## src/hw/rtl/aspf_pkg.sv

```systemverilog
// Package with widths, register indexes and the arctangent table of the sector filter.
`timescale 1ns / 1ps

package aspf_pkg;

	localparam int COORD_W     = 32;
	localparam int INTEN_W     = 16;
	localparam int ANGLE_W     = 17;
	localparam int CFG_INDEX_W = 2;
	localparam int CORDIC_STEPS = 22;
	localparam int PRE_SCALE   = 20;
	localparam int XY_W        = 56;
	localparam int ACC_W       = 27;

	localparam logic [CFG_INDEX_W-1:0] CFG_MIN_ANGLE = 2'd0;
	localparam logic [CFG_INDEX_W-1:0] CFG_MAX_ANGLE = 2'd1;

	localparam logic signed [ANGLE_W-1:0] PI_BAM       = 17'sd32768;
	localparam logic signed [ANGLE_W-1:0] HALF_PI_BAM  = 17'sd16384;
	localparam logic signed [ANGLE_W-1:0] MIN_RESET    = -17'sd24576;
	localparam logic signed [ANGLE_W-1:0] MAX_RESET    = 17'sd24576;
	localparam logic signed [ACC_W-1:0]   HALF_PI_ACC  = 27'sd8388608;

	// Arctangent of 2^-idx, pi = 2^24.
	function automatic logic signed [ACC_W-1:0] atan_step(input int unsigned idx);
		logic signed [ACC_W-1:0] v;
		case (idx)
			0:  v = ACC_W'(4194304);
			1:  v = ACC_W'(2476042);
			2:  v = ACC_W'(1308273);
			3:  v = ACC_W'(664100);
			4:  v = ACC_W'(333339);
			5:  v = ACC_W'(166832);
			6:  v = ACC_W'(83436);
			7:  v = ACC_W'(41721);
			8:  v = ACC_W'(20861);
			9:  v = ACC_W'(10430);
			10: v = ACC_W'(5215);
			11: v = ACC_W'(2608);
			12: v = ACC_W'(1304);
			13: v = ACC_W'(652);
			14: v = ACC_W'(326);
			15: v = ACC_W'(163);
			16: v = ACC_W'(81);
			17: v = ACC_W'(41);
			18: v = ACC_W'(20);
			19: v = ACC_W'(10);
			20: v = ACC_W'(5);
			21: v = ACC_W'(3);
			default: v = '0;
		endcase
		return v;
	endfunction

	// Point data that rides alongside the rotation stages.
	typedef struct packed {
		logic [COORD_W-1:0]        px;
		logic [COORD_W-1:0]        py;
		logic [COORD_W-1:0]        pz;
		logic [INTEN_W-1:0]        inten;
		logic                      last;
		logic                      special;
		logic signed [ANGLE_W-1:0] spec_ang;
	} side_t;

	// Result item held in the output register.
	typedef struct packed {
		logic [COORD_W-1:0] px;
		logic [COORD_W-1:0] py;
		logic [COORD_W-1:0] pz;
		logic [INTEN_W-1:0] inten;
		logic               keep;
		logic               last;
	} res_t;

endpackage

```

## src/hw/rtl/aspf_cordic_stage.sv

```systemverilog
// One vectoring rotation step of the azimuth pipeline, registered.
`timescale 1ns / 1ps

module aspf_cordic_stage #(
	parameter int STEP = 0
) (
	input  logic                              clk,
	input  logic                              arst_n,
	input  logic                              en,
	input  logic signed [aspf_pkg::XY_W-1:0]  x_in,
	input  logic signed [aspf_pkg::XY_W-1:0]  y_in,
	input  logic signed [aspf_pkg::ACC_W-1:0] acc_in,
	output logic signed [aspf_pkg::XY_W-1:0]  x_out,
	output logic signed [aspf_pkg::XY_W-1:0]  y_out,
	output logic signed [aspf_pkg::ACC_W-1:0] acc_out
);

	localparam logic signed [aspf_pkg::ACC_W-1:0] ATAN = aspf_pkg::atan_step(STEP);

	logic signed [aspf_pkg::XY_W-1:0]  xs;
	logic signed [aspf_pkg::XY_W-1:0]  ys;
	logic signed [aspf_pkg::XY_W-1:0]  x_nx;
	logic signed [aspf_pkg::XY_W-1:0]  y_nx;
	logic signed [aspf_pkg::ACC_W-1:0] acc_nx;

	assign xs = x_in >>> STEP;
	assign ys = y_in >>> STEP;

	// Rotate toward the x axis: sign of y picks the direction.
	always_comb begin
		if (y_in > 0) begin
			x_nx   = x_in + ys;
			y_nx   = y_in - xs;
			acc_nx = acc_in + ATAN;
		end else begin
			x_nx   = x_in - ys;
			y_nx   = y_in + xs;
			acc_nx = acc_in - ATAN;
		end
	end

	// Clear on reset; advance only when the pipeline moves.
	always_ff @(posedge clk or negedge arst_n) begin
		if (!arst_n) begin
			x_out   <= '0;
			y_out   <= '0;
			acc_out <= '0;
		end else if (en) begin
			x_out   <= x_nx;
			y_out   <= y_nx;
			acc_out <= acc_nx;
		end
	end

endmodule

```

## config.mk

```make
export PLATFORM = sky130hd
export DESIGN_NAME = aspf_cordic_stage
export DESIGN_NICKNAME = d
export VERILOG_FILES = /design/src/hw/rtl/aspf_pkg.sv /design/src/hw/rtl/aspf_cordic_stage.sv
export SDC_FILE = /design/constraint.sdc
export NUM_CORES = 1
export LEC_CHECK = 0
export BUFFER_PORTS_ARGS = -buffer_cell sky130_fd_sc_hd__buf_2
export CAP_MARGIN = 30
export CORE_MARGIN = 4
export CORE_UTILIZATION = 50
export CTS_CLUSTER_SIZE = 28
export DETAILED_ROUTE_END_ITERATION = 7
export GPL_ROUTABILITY_DRIVEN = 1
export PLACE_DENSITY = 0.73
export SLEW_MARGIN = 20
export SYNTH_ARGS = -nofsm -noshare
export SYNTH_HDL_FRONTEND = slang
export SYNTH_SLANG_ARGS = --single-unit
```

## constraint.sdc

```tcl
create_clock -name clk -period 3.1 [get_ports clk]
set_clock_uncertainty 0.2 [all_clocks]
set_input_delay 0.465 -clock clk [delete_from_list [all_inputs] [get_ports clk]]
set_output_delay 0.465 -clock clk [all_outputs]
set_load 0.005 [all_outputs]
```

Word-level counts from Yosys, hierarchy flattened
Index checks and enable logic that the tools add are counted.
{ "word_totals": {"reg_bits": 139, "input_bits": 142, "out_inout_bits": 139, "wordCells": 12} }
{ "classes": {"addsub": 5, "magnitude_cmp": 1, "muxes": 3} }
{ "ops": {"columns": ["cell", "n"], "rows": [
  ["two-way mux 56 bit", 2],
  ["subtractor 56 bit", 2],
  ["adder 56 bit", 1],
  ["> comparator 56 x 1 -> 1 bit, second input constant", 1],
  ["adder 27 x 24 -> 27 bit, second input constant", 1],
  ["two-way mux 27 bit", 1],
  ["subtractor 27 x 24 -> 27 bit, second input constant", 1]
]} }

Longest topological paths before layout
Gate-level depths: netlist of run 1.
{ "logic_depth": {"depth_word": 2, "mapped_depth": 15, "depth_no_buf": 14} }

Worst setup path before layout of run 1
OpenSTA, ideal clock, no wires.
{ "synth_timing": {"path_kind": "input-to-reg", "start": "input port y_in[42] (netlist bit)", "end": "register acc_out[26] (netlist bit)", "setup_ps": 125, "t_arrival_ps": 3451, "required_time_ps": 2775, "setup_slack_ps": -676, "path_stages": 13, "n_path_buf": 3, "path_cell_list": "nor4_1 nand4_1 o41a_1 inv_1 clkbuf_1 buf_1 clkbuf_1 ha_1 a21o_1 a21oi_1 xnor2_1 xnor2_1 mux2_2"} }
{ "synth_between": {"elab_chain_len": 2} }
{ "synth_lines": {"columns": ["item", "line_no", "source"], "rows": [
  ["start, declared", "aspf_cordic_stage.sv:11", "input logic signed [aspf_pkg::XY_W-1:0] y_in,"],
  ["> comparator 56 x 1 -> 1 bit", "aspf_cordic_stage.sv:31", "if (y_in > 0) begin"],
  ["two-way mux 27 bit", "aspf_cordic_stage.sv:31", null],
  ["end signal, assigned", "aspf_cordic_stage.sv:51", "acc_out <= acc_nx;"],
  ["end, declared", "aspf_cordic_stage.sv:15", "output logic signed [aspf_pkg::ACC_W-1:0] acc_out"]
]} }
Every way passes these cells.
A chain may end at the register's enable or synchronous reset.

Worst setup path in the final report of run 1
{ "layout_timing": {"start": "input port y_in[4] (netlist bit)", "end": "register x_out[55] (netlist bit)"} }
{ "layout_between": {"elab_chain_len": 2, "elab_cells_between_ends": 4, "classes_between": "add/sub: 2; order compare: 1; mux: 1"} }
{ "layout_lines": {"columns": ["item", "line_no", "source"], "rows": [
  ["subtractor 56 bit, or another cell as far along", "aspf_cordic_stage.sv:36", "x_nx = x_in - ys;"],
  ["two-way mux 56 bit *", "aspf_cordic_stage.sv:31", null],
  ["end signal, assigned", "aspf_cordic_stage.sv:49", "x_out <= x_nx;"],
  ["end, declared", "aspf_cordic_stage.sv:13", "output logic signed [aspf_pkg::XY_W-1:0] x_out,"]
]} }
Mark *: on every way between the ends. The rest lies on a longest branch, timed or not.

==> results of run 1 <==
synth_stat cells, types with 9 or more instances:
cell,instances
a21oi_1,323
nor2_1,207
inv_1,175
ha_1,168
dfrtp_1,138
o21ai_0,112
nand2_1,107
xnor2_1,102
clkbuf_1,72
o21bai_1,46
mux2_2,45
nand3_1,34
a21o_1,32
nor4_1,32
mux2i_1,30
nor3_1,29
nand4_1,28
o21a_1,22
o31ai_1,22
a211oi_1,19
a31oi_1,17
nand2b_1,15
o211ai_1,15
buf_2,14
or3_1,13
buf_1,10
buf_4,9
nor2b_1,9
timing repair:
item,4_1_cts,5_1_grt
resized for setup,152,223
buffers inserted,45,51
hold buffers,1,0
hold endpoints to repair,51,0
setup endpoints to repair,61,78
pin swaps,97,117
final timing paths:
kind | end | start | cells past startpoint | slack [ns]
worst min-delay path | acc_out[21] | acc_in[21] | 2 | 0.03
max in group asynchronous | acc_out[25] | arst_n | 3 | 1.59
worst min register to register | acc_out[18] | acc_out[18] | 1 | 0.31
min in group asynchronous | acc_out[15] | arst_n | 2 | 0.36
worst max-delay path | x_out[55] | y_in[4] | 12 | -0.59
worst max register to register | x_out[52] | x_out[52] | 1 | 2.00
critical path, cell delays in order:
cell and delay [ns]:
buf_6 0.11, buf_4 0.18, nor4_1 1.08, nand4_1 0.30, o41a_4 0.49, a2111oi_0 0.40
buf_4 0.19, o211a_1 0.14, o31a_1 0.15, a31oi_2 0.05, xnor2_1 0.20, a21oi_1 0.09
state kept, by name, summed over array words and instances, names as in the netlist:
| name | count |
|---|---|
| x_out | 56 |
| y_out | 55 |
| acc_out | 27 |
layer usage:
layer,track usage (%),share of wire (%),up-vias
met3,9.319,10,528
li1,-,-,9095
met4,29.35,8.8,0
met1,51.33,35,9997
met2,72.11,46,1649
met5,0,0,-
cell families (layout without fill, tap and decap cells):
family / count (synthesis) / in the layout
AOI/OAI and AO/OA: 715 / 715
xor gates and xnor gates: 107 / 107
adders and majority gates: 172 / 172
buffers and inverters: 289 / 1281
DFF: 138 / 138
muxes: 75 / 75
other: 0 / 2
and+or+nand+nor: 509 / 509
power breakdown:
part	leakage, µW	internal (µW)	total, µW	switching (µW)
Clock	0.000282	1080	2190	1110
Sequential	0.00157	2160	2410	251
Combinational	0.0104	2540	5370	2830
Total	0.0123	5780	9970	4190
stage by stage:
stage                     hold WS (ns)  worst slack, ns  std cells  total power (µW)
final                          0.02569          -0.5935       3395              9970
after CTS                      0.01199          -0.2323       3348              9371
after detailed placement        0.2729          -0.9614       3276              6957
after global placement          0.2659          -0.9694       3276              6825
after global routing           0.02771          -0.5863       3395             10320
after floorplan               -0.03059          -0.2260       2005              4490
area by class of cell:
cell class | count | share of cell area, %
Sequential cell | 138 | 13.50
Multi-Input combinational cell | 1578 | 49.05
Clock inverter | 15 | 0.6554
Clock buffer | 17 | 1.663
Inverter | 182 | 2.905
Tap cell | 396 | 1.937
Antenna cell | 2 | 0.01956
Timing Repair Buffer | 1067 | 30.27
==> results by group, run 1 <==
Outcome
  – Status: finished, violations left
  – Violated checks: setup timing

Logic synthesis
  – Area contributors post-synth: dfrtp_1 22%, ha_1 14%, a21oi_1 10%
  – Avg Synthesized Cell Area: 7.683 µm²
  – Synth cell types: 94
  – Fraction of registers with async set/reset: 100.0%
  – YS warnings: 0
  – EDFF count, synth: 0
  – Largest family of logic cells by synthesized area: compound AO/OA/AOI/OAI gates
  – FF+latch count, synth: 138
  – Synthesized Nets: 2,319
  – Post-Synth Simple-Gate Area: 15.42%
  – Sequential area share after synthesis: 22.42%
  – Post-synthesis compound-gate area fraction: 29.20%
  – Adder-cell area share of the yosys netlist: 14.17%
  – Top cell type by total area after synthesis: dfrtp_1
  – Share of the synthesized area in the top cell type: 22.42%
  – Syn Std Cell Area: 15,400 µm²
  – Cells after synthesis: 2,005
  – XOR/XNOR Fraction of Synth Area: 6.084%
  – Most used DFF post-synth: dfrtp_1
  – Post-synthesis mux area share: 5.239%

Route
  – Total wire length: 82.47 mm
  – Routed vias/inst: 6.265
  – Pre-antenna DRT Iters: 8
  – Routed Antenna Nets: 0
  – Drt initial violations: 2,857
  – Total number of vias: 21.27k
  – Drc violations: 0
  – Wire per inst: 24.29 µm

Setup path
  – Crit path arrival time: 3.84 ns
  – Worst-path maximum fanout: 5
  – Setup CP Type: in2reg
  – Required time of the critical path: 3.25 ns
  – Worst Setup End Kind: flip-flop
  – CP Launch Type: input port

Clocking
  – Root Driver: clkbuf_16
  – Max H-tree Level: 4
  – Num Clock Sinks: 138
  – CTS buffer count: 17
  – Longest Clk Path Bufs: 2
  – Worst skew pair latency: 0.47 ns
  – Clock-pin slew on the worst setup and hold paths: 0.07 ns
  – CTS tree: built

Placement
  – Detail Placement HPWL: 59.48 mm
  – GP Congestion: 1.028
  – Placed Area: 22,680 µm²
  – IO buf count: 280

Finish
  – Nets: 3,298
  – Area of the multi-input gates: 12,550 µm²
  – Share of cells above drive strength 1: 47.91%
  – Most common cell after layout, fill and taps aside: buf_4
  – FF+latch area: 3453 µm²
  – Fill count: 1,786
  – Post-layout util: 83.85%
  – Area grow syn2layout: 66.07%
  – Most frequent cells in the layout: 747 x buf_4, 273 x a21oi_1, 255 x buf_2
  – Finished Cell Area: 25,580 µm²

Timing
  – Final worst slack: -0.5935 ns
  – Finish-stage setup viols: 113
  – Tcrit/Tclk final: 119.1%
  – Fmax: 270.7 MHz
  – Slew margin rel.: 12.64%
  – RSZ-0062 raised after global routing: true
  – Final Max Tran Viols: 0
  – Worst Tran Pin Value: 1.298 ns
  – Final min period: 3.694 ns
  – Setup tns final: -43.83 ns
  – Hold Violations, Final: 0

GRT
  – Initial antenna violation count: 2
  – Largest net degree at the start of global routing: 104
  – GRT Total Usage: 43.80%
  – Vias in the first global route: 20.85k
  – First-pass GRT wire length: 115.8 mm
  – Total grt overflow: 0

Die
  – Die width: 183.5 µm
  – Die Ht: 183.5 µm
  – Row Count: 64
  – Core box area: 30,510 µm²
  – Die area: 33,680 µm²
  – Ports: 281
  – Initial core utilization: 50.49%

Pwr
  – Pwr dens: 389.7 nW/µm²
  – Peak VDD IR: 0.0004013 V
  – P_leak: 0.01225 µW

Hold path
  – Min-delay worst type: in2reg

Run
  – # Max-Cap Violations: 0
No activity file was read; power rests on OpenSTA's default activity.
==> run 2, diff against run 1 <==
- clock period: 3.1 -> 4.1 ns (I/O delays scaled with it)
==> run 2 against run 1 <==
The flow now finishes without violations; flip-flop and latch count stayed put; sequential power down 26%; register-to-register slack gained 0.99 ns; die area did not move; first-iteration DRC count decreased by 33%; critical endpoint is now y_out[45]; sequential share of layout area grew 3.8 points; worst setup slack improved by 0.62 ns; worst hold slack improved by 0.15 ns.
==> results by group, run 2 (synthesis gave the netlist of run 1 again) <==
Outcome
  – Status: finished clean (was finished, violations left)

Clocking
  – Clock-pin slew on the worst setup and hold paths: 0.07 ns (about the same)
  – CTS buffer count: 17 (unchanged)
  – Longest Clk Path Bufs: 2 (unchanged)
  – Worst skew pair latency: 0.47 ns (about the same)
  – Max H-tree Level: 4 (unchanged)
  – Setup repair bufs after CTS: 0 (was 45)
  – Num Clock Sinks: 138 (unchanged)
  – Root Driver: clkbuf_16 (unchanged)
  – CTS tree: built (unchanged)

GRT
  – Layer with the highest usage: met2 (unchanged)
  – Total grt overflow: 0 (unchanged)
  – GRT Total Usage: 37.24% (was 43.80%)
  – Largest net degree at the start of global routing: 92 (was 104)
  – First-pass GRT wire length: 98.68 mm (was 115.8 mm)
  – M3 GR Usage: 5.501% (was 9.319%)
  – Initial antenna violation count: 2 (unchanged)
  – Met2 GRT Util: 60.92% (was 72.11%)
  – Met1 Use GR: 48.07% (was 51.33%)
  – Vias in the first global route: 17.49k (was 20.85k)

Pwr
  – Internal power: 3833 µW (was 5782 µW)
  – Sw frac: 40.66% (was 42.00%)
  – Pwr dens: 323.3 nW/µm² (was 389.7 nW/µm²)
  – Sequential Power Share: 27.7% (was 24.1%)
  – P_leak: 0.009671 µW (was 0.01225 µW)
  – Combinational share of power: 46.4% (was 53.8%)
  – Peak VDD IR: 0.0002865 V (was 0.0004013 V)
  – Sw Pwr: 2626 µW (was 4188 µW)
  – PnR Total Power: 6460 µW (was 9970 µW)
  – Clk pwr share: 25.9% (was 22.0%)

Timing
  – Hold Slack: 0.1757 ns (was 0.02569 ns)
  – RSZ-0062 raised after global routing: false (was true)
  – Fmax: 245.6 MHz
  – Final min period: 4.072 ns
  – Finish-stage setup viols: 0 (was 113)
  – Slew margin rel.: 30.83% (was 12.64%)
  – Tcrit/Tclk final: 99.32%
  – Hold Violations, Final: 0 (unchanged)
  – Worst Tran Pin Value: 1.029 ns (was 1.298 ns)
  – Setup tns final: 0 ns (was -43.83 ns)
  – Final Max Tran Viols: 0 (unchanged)
  – Final worst slack: 0.02799 ns (was -0.5935 ns)

Route
  – Routed vias/inst: 6.096 (was 6.265)
  – Routed Antenna Nets: 0 (unchanged)
  – Wire per inst: 22.05 µm (was 24.29 µm)
  – Pre-antenna DRT Iters: 6 (was 8)
  – Total wire length: 64.77 mm (was 82.47 mm)
  – Drc violations: 0 (unchanged)
  – Total number of vias: 17.91k (was 21.27k)
  – Drt initial violations: 1,907 (was 2,857)

Run
  – # Max-Cap Violations: 0 (unchanged)

Setup path
  – R2R cell count: 3 (was 1)
  – Beginning of the critical path: x_in[36] (was y_in[4])
  – CP Launch Type: input port (unchanged)
  – R2r endpoint: x_out[44] (was x_out[52])
  – R2r startpoint: x_out[44] (was x_out[52])
  – Worst-path maximum fanout: 12 (was 5)
  – Worst Setup End Kind: flip-flop (unchanged)
  – Setup CP Type: in2reg (unchanged)
  – Required time of the critical path: 4.23 ns (was 3.25 ns)
  – Crit path arrival time: 4.20 ns (was 3.84 ns)
  – CP Capture Point: y_out[45] (was x_out[55])
  – Reg-to-reg slack, setup: 2.99 ns (was 2.00 ns)

Die
  – Row Count: 64 (unchanged)
  – Die area: 33,680 µm² (unchanged)
  – Initial core utilization: 50.49% (unchanged)
  – Ports: 281 (unchanged)
  – Core box area: 30,510 µm² (unchanged)
  – Die Ht: 183.5 µm (unchanged)
  – Die width: 183.5 µm (unchanged)

Placement
  – Detail Placement HPWL: 53.03 mm (was 59.48 mm)
  – GP Congestion: 1.054 (was 1.028)
  – IO buf count: 280 (unchanged)
  – Pre-CTS WS: -0.3038 ns (was -0.9614 ns)

Finish
  – Fill count: 2,728 (was 1,786)
  – Share of cells above drive strength 1: 28.62% (was 47.91%)
  – Max FFs per register: 56 (unchanged)
  – Nets: 2,841 (was 3,298)
  – Area grow syn2layout: 29.73% (was 66.07%)
  – Most frequent cells in the layout: 325 x buf_4, 323 x a21oi_1, 278 x buf_2 (was 747 x buf_4, 273 x a21oi_1, 255 x buf_2)
  – Most common cell after layout, fill and taps aside: buf_4 (unchanged)
  – Largest registers: x_out (56), y_out (55), acc_out (27) (unchanged)
  – Post-layout util: 65.50% (was 83.85%)
  – Largest Register: x_out (unchanged)

Hold path
  – Min-delay worst type: in2reg (unchanged)
run 2: worst min path at each step:
stage / start / endpoint / slack (ns) / cells after the start
5_1_grt: acc_in[1] / acc_out[1] / 0.17 / 2
3_3_place_gp: acc_out[22] / acc_out[22] / 0.26 / 2
4_1_cts: acc_in[1] / acc_out[1] / 0.16 / 2
2_1_floorplan: arst_n / acc_out[0] / 0.12 / 0
3_5_place_dp: y_out[47] / y_out[47] / 0.27 / 2
6_report: acc_in[1] / acc_out[1] / 0.18 / 2
run 2: timing repair:
action,in CTS,in global routing
endpoints found under the hold margin,60,0
gates resized for setup,0,1
endpoints found under the setup margin,0,5
hold buffers,1,0
run 2: metrics by stage:
| step | cell area (µm²) | cells |
|---|---|---|
| 2_1_floorplan | 15400 | 2005 |
| 3_3_place_gp | 19370 | 2903 |
| 3_5_place_dp | 19370 | 2903 |
| 4_1_cts | 19970 | 2936 |
| 5_1_grt | 19980 | 2937 |
| 6_report | 19980 | 2937 |
run 2: layer usage:
layer	part of all wire, %	wire (µm)
met1	40	25880
met2	46	29480
met3	8.9	5747
met4	5.6	3645
met5	0.020	13
run 2: worst max-delay path, stage by stage:
cell and delay, ns:
buf_2 0.12, inv_1 0.05, ha_1 0.48, o31ai_1 0.93, a21o_1 0.15, a2bb2oi_1 0.58, o31ai_4 0.19, buf_4 0.22
nor3_1 0.21, nor3_1 0.11, o21ai_0 0.29, xnor2_1 0.17, a21oi_1 0.08
run 2: power groups by stage:
stage / sequential, µW / combinational [µW] / clock, µW
2_1_floorplan: 1820 / 1510 / 0
3_3_place_gp: 1800 / 2900 / 0
3_5_place_dp: 1810 / 2930 / 0
4_1_cts: 1790 / 2950 / 1680
5_1_grt: 1820 / 3220 / 1740
6_report: 1790 / 3000 / 1670
run 2: final cells by class:
type	instances	area, µm²	area share [%]
Antenna cell	1	2.502	0.01252
Clock buffer	19	452.9	2.267
Clock inverter	13	145.1	0.7263
Inverter	182	683.2	3.419
Multi-Input combinational cell	1578	10810	54.08
Sequential cell	138	3453	17.28
Tap cell	396	495.5	2.479
Timing Repair Buffer	610	3944	19.74
==> run 3, diff against run 2 <==
- CORE_ASPECT_RATIO: default -> 1.4
- SETUP_SLACK_MARGIN: default -> 0.05
==> run 3 against run 2 <==
The run now ends with hold timing left; largest cell class unchanged; first-iteration DRC count fell by 28%; power rose by 1.5%; design area rose by 0.23%; die area rose by 0.12%; worst setup slack improved by 0.20 ns; critical path type unchanged; highest routed layer unchanged; worst hold slack got worse by 0.21 ns; cell count fell by 0.24%; non-clock buffer count rose by 1.
==> results by group, run 3 (synthesis gave the netlist of run 1 again) <==
Route
  – Drt initial violations: 1,382 (was 1,907)
  – Drc violations: 0 (unchanged)
  – Pre-antenna DRT Iters: 7 (was 6)
  – Total number of vias: 17.92k (was 17.91k)
  – Total wire length: 68.70 mm (was 64.77 mm)
  – Routed vias/inst: 6.115 (was 6.096)
  – Routed Antenna Nets: 0 (unchanged)
  – Wire per inst: 23.45 µm (was 22.05 µm)

Hold path
  – Min-delay worst type: in2async (was in2reg)

Clocking
  – Longest Clk Path Bufs: 2 (unchanged)
  – Root Driver: clkbuf_16 (unchanged)
  – Num Clock Sinks: 138 (unchanged)
  – CTS buffer count: 17 (unchanged)
  – Setup repair bufs after CTS: 0 (unchanged)
  – Max H-tree Level: 4 (unchanged)
  – Worst skew pair latency: 0.47 ns (about the same)
  – Clock-pin slew on the worst setup and hold paths: 0.07 ns (about the same)
  – CTS tree: built (unchanged)

Outcome
  – Violated checks: hold timing
  – Status: finished, violations left (was finished clean)

Placement
  – GP Congestion: 1.081 (was 1.054)
  – IO buf count: 280 (unchanged)
  – Detail Placement HPWL: 55.96 mm (was 53.03 mm)
  – Pre-CTS WS: -0.2821 ns (was -0.3038 ns)

Pwr
  – Peak VDD IR: 0.0002714 V (was 0.0002865 V)
  – Internal power: 3875 µW (was 3833 µW)
  – Sw Pwr: 2679 µW (was 2626 µW)
  – Combinational share of power: 46.3% (was 46.4%)
  – Pwr dens: 327.3 nW/µm² (was 323.3 nW/µm²)
  – PnR Total Power: 6554 µW (was 6460 µW)
  – P_leak: 0.009690 µW (was 0.009671 µW)
  – Sequential Power Share: 27.2% (was 27.7%)
  – Sw frac: 40.87% (was 40.66%)
  – Clk pwr share: 26.4% (was 25.9%)

GRT
  – GRT Total Usage: 39.61% (was 37.24%)
  – Total grt overflow: 0 (unchanged)
  – Initial antenna violation count: 6 (was 2)
  – First-pass GRT wire length: 103.6 mm (was 98.68 mm)
  – Largest net degree at the start of global routing: 104 (was 92)
  – Vias in the first global route: 18.55k (was 17.49k)

Die
  – Ports: 281 (unchanged)
  – Die Ht: 215.7 µm (was 183.5 µm)
  – Die width: 156.3 µm (was 183.5 µm)
  – Initial core utilization: 50.98% (was 50.49%)
  – Die area: 33,720 µm² (was 33,680 µm²)
  – Core box area: 30,220 µm² (was 30,510 µm²)
  – Row Count: 75 (was 64)

Setup path
  – Worst Setup End Kind: flip-flop (unchanged)
  – Worst-path maximum fanout: 9 (was 12)
  – Slowest stage delay, CP: 0.44 ns (was 0.93 ns)
  – Top cell by count, worst path: a21boi_0 (was nor3_1)
  – Crit path arrival time: 4.00 ns (was 4.20 ns)
  – Setup CP Type: in2reg (unchanged)
  – Max stage delay cell, worst path: ha_1 (was o31ai_1)
  – CP Launch Type: input port (unchanged)
  – Critical-path cell list: buf_2 > inv_1 > ha_1 > nand3_1 > a21boi_0 > a211oi_2 > o21ai_1 > a41o_1 > a21bo_2 > buf_4 > a211o_1 > a21boi_0 > a221oi_1 > xnor2_1 > a21oi_1 (was buf_2 > inv_1 > ha_1 > o31ai_1 > a21o_1 > a2bb2oi_1 > o31ai_4 > buf_4 > nor3_1 > nor3_1 > o21ai_0 > xnor2_1 > a21oi_1)
  – Required time of the critical path: 4.23 ns (about the same)

Timing
  – Finish-stage setup viols: 0 (unchanged)
  – Slew margin rel.: 42.42% (was 30.83%)
  – Worst Tran Pin Value: 0.8637 ns (was 1.029 ns)
  – Hold Violations, Final: 9 (was 0)
  – RSZ-0062 raised after global routing: false (unchanged)
  – Tcrit/Tclk final: 94.36% (was 99.32%)
  – Final min period: 3.869 ns (was 4.072 ns)
  – Hold Slack: -0.02951 ns (was 0.1757 ns)
  – Fmax: 258.5 MHz (was 245.6 MHz)
  – Final worst slack: 0.2314 ns (was 0.02799 ns)
  – Final Max Tran Viols: 0 (unchanged)

Finish
  – Largest Register: x_out (unchanged)
  – Max FFs per register: 56 (unchanged)
  – Area grow syn2layout: 30.02% (was 29.73%)
  – Fill count: 2,756 (was 2,728)
  – Largest registers: x_out (56), y_out (55), acc_out (27) (unchanged)
  – Share of cells above drive strength 1: 28.73% (was 28.62%)
  – Most frequent cells in the layout: 326 x buf_4, 323 x a21oi_1, 278 x buf_2 (was 325 x buf_4, 323 x a21oi_1, 278 x buf_2)
  – Most common cell after layout, fill and taps aside: buf_4 (unchanged)
  – Nets: 2,842 (was 2,841)

Run
  – # Max-Cap Violations: 0 (unchanged)
[run 3: changes by cell type in the layout (fill, tap and decap cells not counted), moves of 2 or more]
cell	change
clkinv_8	+2
inv_6	-3
clkbuf_8	-2
diode_2	+3
[run 3: area by class of cell]
cell class | instances | area, µm² | area share [%]
multi-input cells | 1578 | 10810 | 53.99
clock buffers | 17 | 425.4 | 2.124
repair buffers | 611 | 3961 | 19.78
well taps | 385 | 481.7 | 2.405
inverters | 182 | 683.2 | 3.411
diodes | 4 | 10.01 | 0.04998
clock inverters | 15 | 200.2 | 0.9996
flip-flops and latches | 138 | 3453 | 17.24
[run 3: power groups by stage]
| stage | registers [µW] | clock network (µW) | logic (µW) |
|---|---|---|---|
| after CTS | 1780 | 1740 | 2990 |
| after global routing | 1820 | 1790 | 3250 |
| final | 1780 | 1730 | 3040 |
| after detailed placement | 1810 | 0 | 2960 |
| after global placement | 1800 | 0 | 2940 |
| after floorplan | 1820 | 0 | 1510 |
[run 3: worst paths after layout]
check / from / end / slack, ns / depth (start not counted)
worst max-delay path: x_in[4] / x_out[46] / 0.23 / 15
worst min-delay path: arst_n / x_out[41] / -0.03 / 1
worst max register to register: x_out[44] / x_out[44] / 3.05 / 3
worst min register to register: x_out[48] / x_out[48] / 0.28 / 2
max in group asynchronous: arst_n / x_out[8] / 2.91 / 2
min in group clk: acc_in[4] / acc_out[4] / 0.17 / 2
[run 3: metrics by stage]
step | TNS (ns) | instance area (µm²) | util (%) | instances | hold slack [ns]
floorplan | 0 | 15400 | - | 2005 | 0.1194
global placement | -1.594 | 19380 | 64.14 | 2894 | 0.2651
detailed placement | -2.153 | 19380 | 64.14 | 2894 | 0.2708
CTS | 0 | 20010 | 66.21 | 2926 | 0.02164
global route | 0 | 20030 | 66.28 | 2930 | 0.04841
finish | 0 | 20030 | 66.28 | 2930 | -0.02951
[run 3: critical path, delay by kind of cell]
family / cells / cell delay (ns)
adder cells (fa/ha/maj): 1 / 0.44
buffers and inverters: 3 / 0.27
AO/OA/AOI/OAI: 9 / 2.34
AND/OR/NAND/NOR: 1 / 0.15
XOR/XNOR: 1 / 0.17
[run 3: what timing repair did]
| action | in CTS | in global routing |
|---|---|---|
| gates resized for setup | 0 | 3 |
| hold buffers | 0 | 0 |
| setup endpoints to repair | 0 | 3 |
| endpoints found under the hold margin | 0 | 0 |
[run 3: metal layers]
metal / global-route usage, % / wire length, µm / vias to the layer above
met2: 68.88 / 33900 / 908
met5: 0 / 14 / -
met3: 7.796 / 4492 / 391
met1: 38.72 / 22580 / 8411
met4: 36.18 / 7715 / 2
li1: - / - / 8205
